<file path="src/rtl/core/a64c_pkg.sv">
`default_nettype none

package a64c_pkg;

	// configuration register indexes
	localparam int unsigned CFG_IDX_W = 1;
	localparam logic [CFG_IDX_W-1:0] CFG_CURRENT_LEVEL = 1'd0;
	localparam logic [CFG_IDX_W-1:0] CFG_IMAGE_SIZE    = 1'd1;

	// result operation class
	typedef enum logic [3:0] {
		OP_MOVZ = 4'd0,
		OP_MOVK = 4'd1,
		OP_ADDI = 4'd2,
		OP_SUBI = 4'd3,
		OP_ADDR = 4'd4,
		OP_SUBR = 4'd5,
		OP_LDR  = 4'd6,
		OP_STR  = 4'd7,
		OP_CBZ  = 4'd8,
		OP_CBNZ = 4'd9,
		OP_B    = 4'd10,
		OP_NOP  = 4'd11,
		OP_HLT  = 4'd12,
		OP_STOP = 4'd13
	} op_class_t;

	// stop status codes
	typedef enum logic [2:0] {
		ST_NONE    = 3'd0,
		ST_FETCH   = 3'd1,
		ST_UNDEF   = 3'd2,
		ST_PRIV    = 3'd3,
		ST_SYSREG  = 3'd4,
		ST_HALT    = 3'd5
	} stop_status_t;

	// coarse decode group found in the first stage
	typedef enum logic [3:0] {
		K_ABORT = 4'd0,
		K_MOV   = 4'd1,
		K_ADDI  = 4'd2,
		K_ADDR  = 4'd3,
		K_LDST  = 4'd4,
		K_CB    = 4'd5,
		K_B     = 4'd6,
		K_NOP   = 4'd7,
		K_HLT   = 4'd8,
		K_PRIV  = 4'd9,
		K_SYS   = 4'd10,
		K_UNDEF = 4'd11
	} kind_t;

	// encoding masks and match values
	localparam logic [31:0] MOV_MASK    = 32'h7f80_0000;
	localparam logic [31:0] MOVZ_VAL    = 32'h5280_0000;
	localparam logic [31:0] MOVK_VAL    = 32'h7280_0000;
	localparam logic [31:0] ADDI_MASK   = 32'h3f80_0000;
	localparam logic [31:0] ADDI_VAL    = 32'h1100_0000;
	localparam logic [31:0] ADDR_MASK   = 32'h3fe0_fc00;
	localparam logic [31:0] ADDR_VAL    = 32'h0b00_0000;
	localparam logic [31:0] LDST_MASK   = 32'hffc0_0000;
	localparam logic [31:0] STR_VAL     = 32'hf900_0000;
	localparam logic [31:0] LDR_VAL     = 32'hf940_0000;
	localparam logic [31:0] CB_MASK     = 32'h7e00_0000;
	localparam logic [31:0] CB_VAL      = 32'h3400_0000;
	localparam logic [31:0] B_MASK      = 32'hfc00_0000;
	localparam logic [31:0] B_VAL       = 32'h1400_0000;
	localparam logic [31:0] NOP_WORD    = 32'hd503_201f;
	localparam logic [31:0] HLT_WORD    = 32'hd440_0000;
	localparam logic [31:0] ERET_WORD   = 32'hd69f_03e0;
	localparam logic [31:0] ERETAA_WORD = 32'hd69f_0be0;
	localparam logic [31:0] ERETAB_WORD = 32'hd69f_0fe0;
	localparam logic [31:0] WFI_WORD    = 32'hd503_207f;
	localparam logic [31:0] WFE_WORD    = 32'hd503_205f;
	localparam logic [31:0] EXC_MASK    = 32'hffe0_001f;
	localparam logic [31:0] HVC_VAL     = 32'hd400_0002;
	localparam logic [31:0] SMC_VAL     = 32'hd400_0003;
	localparam logic [31:0] MSRI_MASK   = 32'hffff_f0ff;
	localparam logic [31:0] MSRI_A_VAL  = 32'hd503_40df;
	localparam logic [31:0] MSRI_B_VAL  = 32'hd503_409f;
	localparam logic [31:0] SYSHI_MASK  = 32'hffe0_0000;
	localparam logic [31:0] MRS_HI_VAL  = 32'hd520_0000;
	localparam logic [31:0] MSR_HI_VAL  = 32'hd500_0000;
	localparam logic [31:0] SYS_MASK    = 32'hffc0_0000;
	localparam logic [31:0] SYS_VAL     = 32'hd500_0000;

	// system registers that only el1 and above may touch
	function automatic logic el1_only_key(input logic [14:0] key);
		logic hit;
		case (key)
			15'h4038, 15'h4031, 15'h4080, 15'h4100, 15'h4101, 15'h4102,
			15'h4510, 15'h4600, 15'h4290, 15'h4300, 15'h4201, 15'h4200: hit = 1'b1;
			default: hit = 1'b0;
		endcase
		return hit;
	endfunction

endpackage

`default_nettype wire

</file>
<file path="src/rtl/core/a64_subset_instruction_classifier.sv">
`default_nettype none

// A64 subset instruction classifier. Takes one instruction word and its fetch
// address per request and returns one decoded request: operation class, stop
// status, register numbers, width, immediate and branch target. A new request
// is taken every cycle while out_ready does not stall the pipe; the stages are:
// stage 1 does the fetch bounds compare against image_size and the coarse
// decode, stage 2 builds the per-class fields, stage 3 holds the 64-bit branch
// target adder and is the output register. Backpressure on out_ready stalls
// the pipe in place without loss, though empty stages still fill. current_level
// and image_size are written through the cfg channel (index 0 and 1), which
// is always ready; they should only change while no request is in flight.
module a64_subset_instruction_classifier (
	input  wire logic                             clk,
	input  wire logic                             arst_n,
	// configuration write channel
	input  wire logic                             cfg_valid,
	output logic                                  cfg_ready,
	input  wire logic [a64c_pkg::CFG_IDX_W-1:0]   cfg_index,
	input  wire logic [63:0]                      cfg_data,
	// instruction request channel
	input  wire logic                             in_valid,
	output logic                                  in_ready,
	input  wire logic [31:0]                      instr_word,
	input  wire logic [63:0]                      fetch_pc,
	// decoded request channel
	output logic                                  out_valid,
	input  wire logic                             out_ready,
	output logic [3:0]                            op_class,
	output logic [2:0]                            stop_status,
	output logic                                  is_wide,
	output logic [4:0]                            dest_reg,
	output logic [4:0]                            src_reg_a,
	output logic [4:0]                            src_reg_b,
	output logic [63:0]                           imm_value,
	output logic [5:0]                            move_shift,
	output logic [63:0]                           target_pc,
	output logic                                  ends_block
);
	import a64c_pkg::*;

	// configuration registers
	logic [1:0]  current_level_q;
	logic [63:0] image_size_q;

	assign cfg_ready = 1'b1;

	always_ff @(posedge clk or negedge arst_n) begin
		if (!arst_n) begin
			current_level_q <= 2'd0;
			image_size_q    <= 64'd0;
		end else if (cfg_valid) begin
			case (cfg_index)
				CFG_CURRENT_LEVEL: current_level_q <= cfg_data[1:0];
				CFG_IMAGE_SIZE:    image_size_q    <= cfg_data;
				default: ;
			endcase
		end
	end

	// pipeline flow control: a stage moves when the next one is empty or moving
	logic v_s1, v_s2, v_s3;
	logic en1, en2, en3;

	assign en3      = !v_s3 || out_ready;
	assign en2      = !v_s2 || en3;
	assign en1      = !v_s1 || en2;
	assign in_ready = en1;

	always_ff @(posedge clk or negedge arst_n) begin
		if (!arst_n) begin
			v_s1 <= 1'b0;
			v_s2 <= 1'b0;
			v_s3 <= 1'b0;
		end else begin
			if (en1) v_s1 <= in_valid;
			if (en2) v_s2 <= v_s1;
			if (en3) v_s3 <= v_s2;
		end
	end

	// ---------------------------------------------------------------
	// stage 1: fetch check and coarse decode on the incoming word
	// ---------------------------------------------------------------
	logic        at_el0;
	logic        fetch_bad;
	logic        is_eret;
	logic        priv_word;
	logic        mov_hit;
	kind_t       kind_d;

	assign at_el0 = (current_level_q == 2'd0);

	// misaligned, image under one word, past the end, or pc + 4 wrapping
	assign fetch_bad = (fetch_pc[1:0] != 2'd0) || (image_size_q < 64'd4) ||
		(fetch_pc > (image_size_q - 64'd4)) || (&fetch_pc[63:2]);

	assign is_eret = (instr_word == ERET_WORD) || (instr_word == ERETAA_WORD) ||
		(instr_word == ERETAB_WORD);

	assign priv_word = at_el0 && (is_eret ||
		(instr_word == WFI_WORD) || (instr_word == WFE_WORD) ||
		((instr_word & EXC_MASK) == HVC_VAL) || ((instr_word & EXC_MASK) == SMC_VAL) ||
		((instr_word & MSRI_MASK) == MSRI_A_VAL) || ((instr_word & MSRI_MASK) == MSRI_B_VAL) ||
		((((instr_word & SYSHI_MASK) == MRS_HI_VAL) ||
		  ((instr_word & SYSHI_MASK) == MSR_HI_VAL)) && el1_only_key(instr_word[19:5])));

	assign mov_hit = ((instr_word & MOV_MASK) == MOVZ_VAL) ||
		((instr_word & MOV_MASK) == MOVK_VAL);

	always_comb begin
		if (fetch_bad) begin
			kind_d = K_ABORT;
		end else if (mov_hit) begin
			// narrow move with hw of 2 or 3 is undefined
			kind_d = (!instr_word[31] && instr_word[22]) ? K_UNDEF : K_MOV;
		end else if ((instr_word & ADDI_MASK) == ADDI_VAL) begin
			kind_d = K_ADDI;
		end else if ((instr_word & ADDR_MASK) == ADDR_VAL) begin
			kind_d = K_ADDR;
		end else if (((instr_word & LDST_MASK) == STR_VAL) ||
			((instr_word & LDST_MASK) == LDR_VAL)) begin
			kind_d = K_LDST;
		end else if ((instr_word & CB_MASK) == CB_VAL) begin
			kind_d = K_CB;
		end else if ((instr_word & B_MASK) == B_VAL) begin
			kind_d = K_B;
		end else if (instr_word == NOP_WORD) begin
			kind_d = K_NOP;
		end else if (instr_word == HLT_WORD) begin
			kind_d = K_HLT;
		end else if (priv_word) begin
			kind_d = K_PRIV;
		end else if (is_eret || ((instr_word & SYS_MASK) == SYS_VAL)) begin
			kind_d = K_SYS;
		end else begin
			kind_d = K_UNDEF;
		end
	end

	kind_t       kind_s1;
	logic [31:0] word_s1;
	logic [63:0] pc_s1;

	always_ff @(posedge clk) begin
		if (en1) begin
			kind_s1 <= kind_d;
			word_s1 <= instr_word;
			pc_s1   <= fetch_pc;
		end
	end

	// ---------------------------------------------------------------
	// stage 2: per-class field build
	// ---------------------------------------------------------------
	op_class_t    cls_d;
	stop_status_t st_d;
	logic         wide_d;
	logic [4:0]   rd_d, rn_d, rm_d;
	logic [63:0]  imm_d;
	logic [5:0]   sh_d;
	logic [63:0]  ofs_d;
	logic         ends_d;

	always_comb begin
		cls_d  = OP_STOP;
		st_d   = ST_NONE;
		wide_d = 1'b0;
		rd_d   = 5'd0;
		rn_d   = 5'd0;
		rm_d   = 5'd0;
		imm_d  = 64'd0;
		sh_d   = 6'd0;
		ofs_d  = 64'd0;
		ends_d = 1'b1;
		case (kind_s1)
			K_ABORT: st_d = ST_FETCH;
			K_MOV: begin
				cls_d  = word_s1[29] ? OP_MOVK : OP_MOVZ;
				wide_d = word_s1[31];
				rd_d   = word_s1[4:0];
				sh_d   = {word_s1[22:21], 4'd0};
				imm_d  = {48'd0, word_s1[20:5]} << sh_d;
				ends_d = 1'b0;
			end
			K_ADDI: begin
				cls_d  = word_s1[30] ? OP_SUBI : OP_ADDI;
				wide_d = word_s1[31];
				rd_d   = word_s1[4:0];
				rn_d   = word_s1[9:5];
				imm_d  = word_s1[22] ? {40'd0, word_s1[21:10], 12'd0}
				                     : {52'd0, word_s1[21:10]};
				ends_d = 1'b0;
			end
			K_ADDR: begin
				cls_d  = word_s1[30] ? OP_SUBR : OP_ADDR;
				wide_d = word_s1[31];
				rd_d   = word_s1[4:0];
				rn_d   = word_s1[9:5];
				rm_d   = word_s1[20:16];
				ends_d = 1'b0;
			end
			K_LDST: begin
				cls_d  = word_s1[22] ? OP_LDR : OP_STR;
				wide_d = 1'b1;
				rd_d   = word_s1[4:0];
				rn_d   = word_s1[9:5];
				imm_d  = {49'd0, word_s1[21:10], 3'd0};
				ends_d = 1'b0;
			end
			K_CB: begin
				cls_d  = word_s1[24] ? OP_CBNZ : OP_CBZ;
				wide_d = word_s1[31];
				rd_d   = word_s1[4:0];
				ofs_d  = {{43{word_s1[23]}}, word_s1[23:5], 2'd0};
			end
			K_B: begin
				cls_d = OP_B;
				ofs_d = {{36{word_s1[25]}}, word_s1[25:0], 2'd0};
			end
			K_NOP: begin
				cls_d  = OP_NOP;
				ends_d = 1'b0;
			end
			K_HLT: begin
				cls_d = OP_HLT;
				st_d  = ST_HALT;
			end
			K_PRIV:  st_d = ST_PRIV;
			K_SYS:   st_d = ST_SYSREG;
			K_UNDEF: st_d = ST_UNDEF;
			default: st_d = ST_UNDEF;
		endcase
	end

	op_class_t    cls_s2;
	stop_status_t st_s2;
	logic         wide_s2;
	logic [4:0]   rd_s2, rn_s2, rm_s2;
	logic [63:0]  imm_s2;
	logic [5:0]   sh_s2;
	logic [63:0]  ofs_s2;
	logic [63:0]  pc_s2;
	logic         ends_s2;
	logic         branch_s2;

	always_ff @(posedge clk) begin
		if (en2) begin
			cls_s2    <= cls_d;
			st_s2     <= st_d;
			wide_s2   <= wide_d;
			rd_s2     <= rd_d;
			rn_s2     <= rn_d;
			rm_s2     <= rm_d;
			imm_s2    <= imm_d;
			sh_s2     <= sh_d;
			ofs_s2    <= ofs_d;
			pc_s2     <= pc_s1;
			ends_s2   <= ends_d;
			branch_s2 <= (kind_s1 == K_CB) || (kind_s1 == K_B);
		end
	end

	// ---------------------------------------------------------------
	// stage 3: branch target add, output register
	// ---------------------------------------------------------------
	op_class_t    cls_s3;
	stop_status_t st_s3;
	logic         wide_s3;
	logic [4:0]   rd_s3, rn_s3, rm_s3;
	logic [63:0]  imm_s3;
	logic [5:0]   sh_s3;
	logic [63:0]  tgt_s3;
	logic         ends_s3;

	always_ff @(posedge clk) begin
		if (en3) begin
			cls_s3  <= cls_s2;
			st_s3   <= st_s2;
			wide_s3 <= wide_s2;
			rd_s3   <= rd_s2;
			rn_s3   <= rn_s2;
			rm_s3   <= rm_s2;
			imm_s3  <= imm_s2;
			sh_s3   <= sh_s2;
			// target wraps modulo 2^64; zero for non-branches
			tgt_s3  <= branch_s2 ? (pc_s2 + ofs_s2) : 64'd0;
			ends_s3 <= ends_s2;
		end
	end

	assign out_valid   = v_s3;
	assign op_class    = cls_s3;
	assign stop_status = st_s3;
	assign is_wide     = wide_s3;
	assign dest_reg    = rd_s3;
	assign src_reg_a   = rn_s3;
	assign src_reg_b   = rm_s3;
	assign imm_value   = imm_s3;
	assign move_shift  = sh_s3;
	assign target_pc   = tgt_s3;
	assign ends_block  = ends_s3;

endmodule

`default_nettype wire

</file>
<file path="config.mk">
export PLATFORM = sky130hd
export DESIGN_NAME = a64_subset_instruction_classifier
export DESIGN_NICKNAME = d
export VERILOG_FILES = /design/src/rtl/core/a64c_pkg.sv /design/src/rtl/core/a64_subset_instruction_classifier.sv
export SDC_FILE = /design/constraint.sdc
export NUM_CORES = 1
export LEC_CHECK = 0
export ABC_AREA = 1
export BUFFER_PORTS_ARGS = -buffer_cell sky130_fd_sc_hd__buf_4
export CORE_ASPECT_RATIO = 1.75
export CORE_MARGIN = 1
export CORE_UTILIZATION = 55
export DETAILED_ROUTE_END_ITERATION = 8
export GPL_TIMING_DRIVEN = 0
export PLACE_DENSITY_LB_ADDON = 0.15
export SKIP_CTS_REPAIR_TIMING = 1
export SLEW_MARGIN = 15
export SYNTH_ARGS = -nofsm -noshare
export SYNTH_HDL_FRONTEND = slang
export SYNTH_SLANG_ARGS = --single-unit
</file>
<file path="constraint.sdc">
create_clock -name clk -period 19.8 [get_ports clk]
set_clock_uncertainty 0.1 [all_clocks]
set_input_delay 0.99 -clock clk [delete_from_list [all_inputs] [get_ports clk]]
set_output_delay 0.99 -clock clk [all_outputs]
set_load 0.005 [all_outputs]
</file>
==> results.cfg <==
[cts]
numCtsBuffers = 43
h_tree_levels = 2
clockBufferDepth = 3
cts.reportedPaths.clkPinSlew_ps = 70
tritoncts = yes
clk_latency_ps = 570
cts.sinks = 501
clk_root_buffer_cell = clkbuf_16

[floorplan]
start_util_pct = 55.9
dieArea_um2 = 46800
die_h_um = 286
ios = 327
dieWidth_um = 164
placement_rows = 103
placeableCoreArea_um2 = 45200

[critical_path]
critPathLaunchType = flip-flop
worst_r2r_startpoint = image_size_q[2]$_DFFE_PN0P_
reg2reg_setup_slack_ps = 15120
path_max_fanout = 5
critical_path_class = reg2reg
regToRegEndpoint = kind_s1[0]$_SDFFCE_PP0P_
worst-r2r-cell-count = 20
worst-endpoint-required_ps = 20020
arrival_time_reported_for_the_critical_path_endpoint_ps = 4900
kind_of_capture_point_of_the_worst_setup_path = flip-flop

[timing]
setup_violations = 0
fin_setup_tns_ps = 0
max_slew.worst_pin.slew_ps = 1160
timing.final.crit_period_ps = 4680
max_slew_margin_pct = 22.6
peak_freq_mhz = 213
setup_repair_after_global_routing_missed_its_margin = no
final.period_utilization_pct = 23.7
slew_violations = 0
final_hold_viol_count = 0

[final_layout]
drive_above_1_share_pct = 17.4
num-fill-cells = 3526
signed_area_change_from_the_synthesized_netlist_to_the_final_layout_pct = 18.5
layout.nets = 3109
finish.cell_count_without_fillers = 3425
antennaDiodeCount = 0

[placed_design]
number_of_placed_instances_taps_included = 3348
routabilityCongestion = 1.07
numPortBuffers = 321
dp_hpwl_um = 62300

[synth]
postSynthCellCount = 2442
syn-cell-area_um2 = 25300
ys_ff_latch = 501
ys.flop_type = edfxtp_1
yosysSeqAreaShare_pct = 58.2
synth_enable_flop_cells = 432
yosys.cell_types.count = 56
ys_async_sr_fraction_pct = 13.8
avgSynthCellArea_um2 = 10.3
yosys_warns = 0

[min_path]
holdPathStages = 0
startpoint_of_the_most_critical_hold_path = pc_s1[5]$_DFFE_PP_
min_to = pc_s2[5]$_DFFE_PP_
min-delay-path-class = reg2reg

[pwr]
power.net_switching_mw = 0.825
share_seq_of_total_power_pct = 48.8
internal_power_mw = 1.98
static_leak_nw = 12.6
part_of_the_total_power_dissipated_in_the_clock_network_pct = 30.0
combPwrFrac_pct = 21.2
net_sw_share_pct = 29.4
vdd_ir_drop_max_uv = 105
power.density_cell_area_nw_per_um2 = 93.7

[run_status]
outcome = complete, no violations

[route]
drt_wl_total_um = 76800
detail-route-antenna-nets = 0
vias = 19600
number_of_violations_reported_at_the_end_of_detailed_routing_iteration_0 = 1440
drt_first_pass_iters = 5
detail_route.drc_violations = 0
average_wire_length_per_cell_after_detail_routing_um = 22.4
via_per_inst = 5.71

[flow_run]
drv.max_cap_violation_count = 0

[global_routing]
grt_util_all_layers_pct = 33.3
antenna_found_initial = 0
grt_start_max_net_pins = 105
globalRouteOverflowTotal = 0
grt_first_pass_wirelength_um = 114000
grt_pass1_vias = 20000
==> area by class of cell <==
| cell class | count | area (um^2) | area share, % |
|---|---|---|---|
| clock buffer | 52 | 1130 | 3.78 |
| timing repair buffer | 326 | 2530 | 8.46 |
| buffer | 35 | 158 | 0.526 |
| sequential | 501 | 14700 | 49.1 |
| inverter | 280 | 1060 | 3.53 |
| clock inverter | 25 | 260 | 0.869 |
| multi-input combinational | 1629 | 9390 | 31.3 |
| tap | 577 | 722 | 2.41 |
==> routing by layer <==
metal	up-vias	track usage [%]	routed length [um]
met2	886	63.7	41500
li1	9300	-	-
met4	0	26.3	7010
met3	300	4.05	3890
met1	9079	31.2	24400
met5	-	0	0
==> stage by stage <==
step	total power, mW	utilization [%]	setup WS [ps]	hold slack, ps	cell area, um^2
after detailed placement	1.98	63.1	15220	305	28600
after global placement	1.97	62.8	8800	300	28400
after global routing	2.92	66.2	14790	320	29900
after floorplan	1.71	-	10990	300	25300
final	2.81	66.2	15120	308	29900
after CTS	2.81	66.2	15220	308	29900
==> cells in the final DEF, fill, tap and decap left out, types with 9 or more instances in the layout <==
cell,count
clkbuf_1,36
nand2_1,351
a21oi_1,165
o21ai_0,99
clkbuf_16,44
edfxtp_1,432
o21bai_1,14
nor2_1,363
nand3_1,82
o21a_1,13
buf_4,326
a21o_1,21
ha_1,126
nor3_1,69
nor4_1,22
a31oi_1,23
xor2_1,40
nand4_1,49
mux2_2,52
xnor2_1,22
inv_1,271
o32ai_1,9
o22ai_1,22
dfrtp_1,69
==> critical path, stage by stage, from the launching register on <==
cell     delay (ps)
dfrtp_1         390
inv_1           130
ha_1            200
nand2_1         120
nor2_2          160
inv_1            90
nor2_2          140
nand4_2         220
nor3_2          500
nand4_1         230
xor2_1          210
ha_1            300
nand4_1         120
nor3_1          350
inv_1            70
o21ai_0         490
nor2_1          220
nand2_1         120
nand2_1          60
nand3_2         120
nor2_1           80
==> kinds of logic after synthesis <==
logic type	after synthesis	share of synthesized area [%]
AND/OR/NAND/NOR	980	17.0
flip-flops	501	58.2
AO/OA/AOI/OAI	403	9.21
buffers and inverters	315	4.78
adder cells (fa/ha/maj)	127	6.32
XOR/XNOR	62	2.15
multiplexers	52	2.32
other	2	0.0297
==> worst max path at each step <==
stage / start / to / slack [ps]
2_1_floorplan: out_ready / branch_s2$_DFFE_PP_ / 10990
3_3_place_gp: out_ready / rm_s2[0]$_SDFFCE_PN0P_ / 8800
3_5_place_dp: image_size_q[2]$_DFFE_PN0P_ / kind_s1[0]$_SDFFCE_PP0P_ / 15220
4_1_cts: image_size_q[2]$_DFFE_PN0P_ / kind_s1[0]$_SDFFCE_PP0P_ / 15220
5_1_grt: image_size_q[2]$_DFFE_PN0P_ / kind_s1[0]$_SDFFCE_PP0P_ / 14790
6_report: image_size_q[2]$_DFFE_PN0P_ / kind_s1[0]$_SDFFCE_PP0P_ / 15120
==> synthesized netlist by cell type, types with 3 or more instances <==
| cell type | number | share of area [%] |
|---|---|---|
| nand2_1 | 353 | 5.2 |
| ha_1 | 126 | 6.2 |
| o211ai_1 | 8 | 0.24 |
| or2_2 | 3 | 0.074 |
| o221ai_1 | 6 | 0.21 |
| o21ai_1 | 4 | 0.079 |
| xnor2_1 | 22 | 0.76 |
| a21o_1 | 21 | 0.62 |
| nor3_2 | 4 | 0.16 |
| o21bai_1 | 14 | 0.42 |
| nor2_4 | 7 | 0.31 |
| nor4_1 | 22 | 0.54 |
| mux2_2 | 52 | 2.3 |
| nor3_1 | 69 | 1.4 |
| o21ai_0 | 99 | 2.0 |
| o22ai_1 | 22 | 0.54 |
| o32ai_1 | 9 | 0.31 |
| a21oi_1 | 165 | 3.3 |
| a31oi_1 | 23 | 0.57 |
| nor2_2 | 8 | 0.20 |
| nor2_1 | 363 | 5.4 |
| edfxtp_1 | 432 | 51 |
| nand4_1 | 49 | 1.2 |
| dfrtp_1 | 69 | 6.8 |
| buf_4 | 5 | 0.15 |
| nand3b_1 | 3 | 0.089 |
| a21boi_0 | 8 | 0.24 |
| nand4_2 | 3 | 0.15 |
| clkbuf_1 | 28 | 0.42 |
| nand3_1 | 82 | 1.6 |
| inv_1 | 272 | 4.0 |
| inv_2 | 6 | 0.089 |
| nand3_2 | 3 | 0.12 |
| o21a_1 | 13 | 0.39 |
| xor2_1 | 40 | 1.4 |
==> power groups by stage <==
stage / combinational (mW) / clock (mW) / sequential [mW]
after floorplan: 0.326 / 0 / 1.38
after global placement: 0.567 / 0 / 1.40
after detailed placement: 0.587 / 0 / 1.39
after CTS: 0.590 / 0.848 / 1.37
after global routing: 0.653 / 0.888 / 1.38
final: 0.596 / 0.842 / 1.37
No activity file was read; power rests on OpenSTA's default activity.
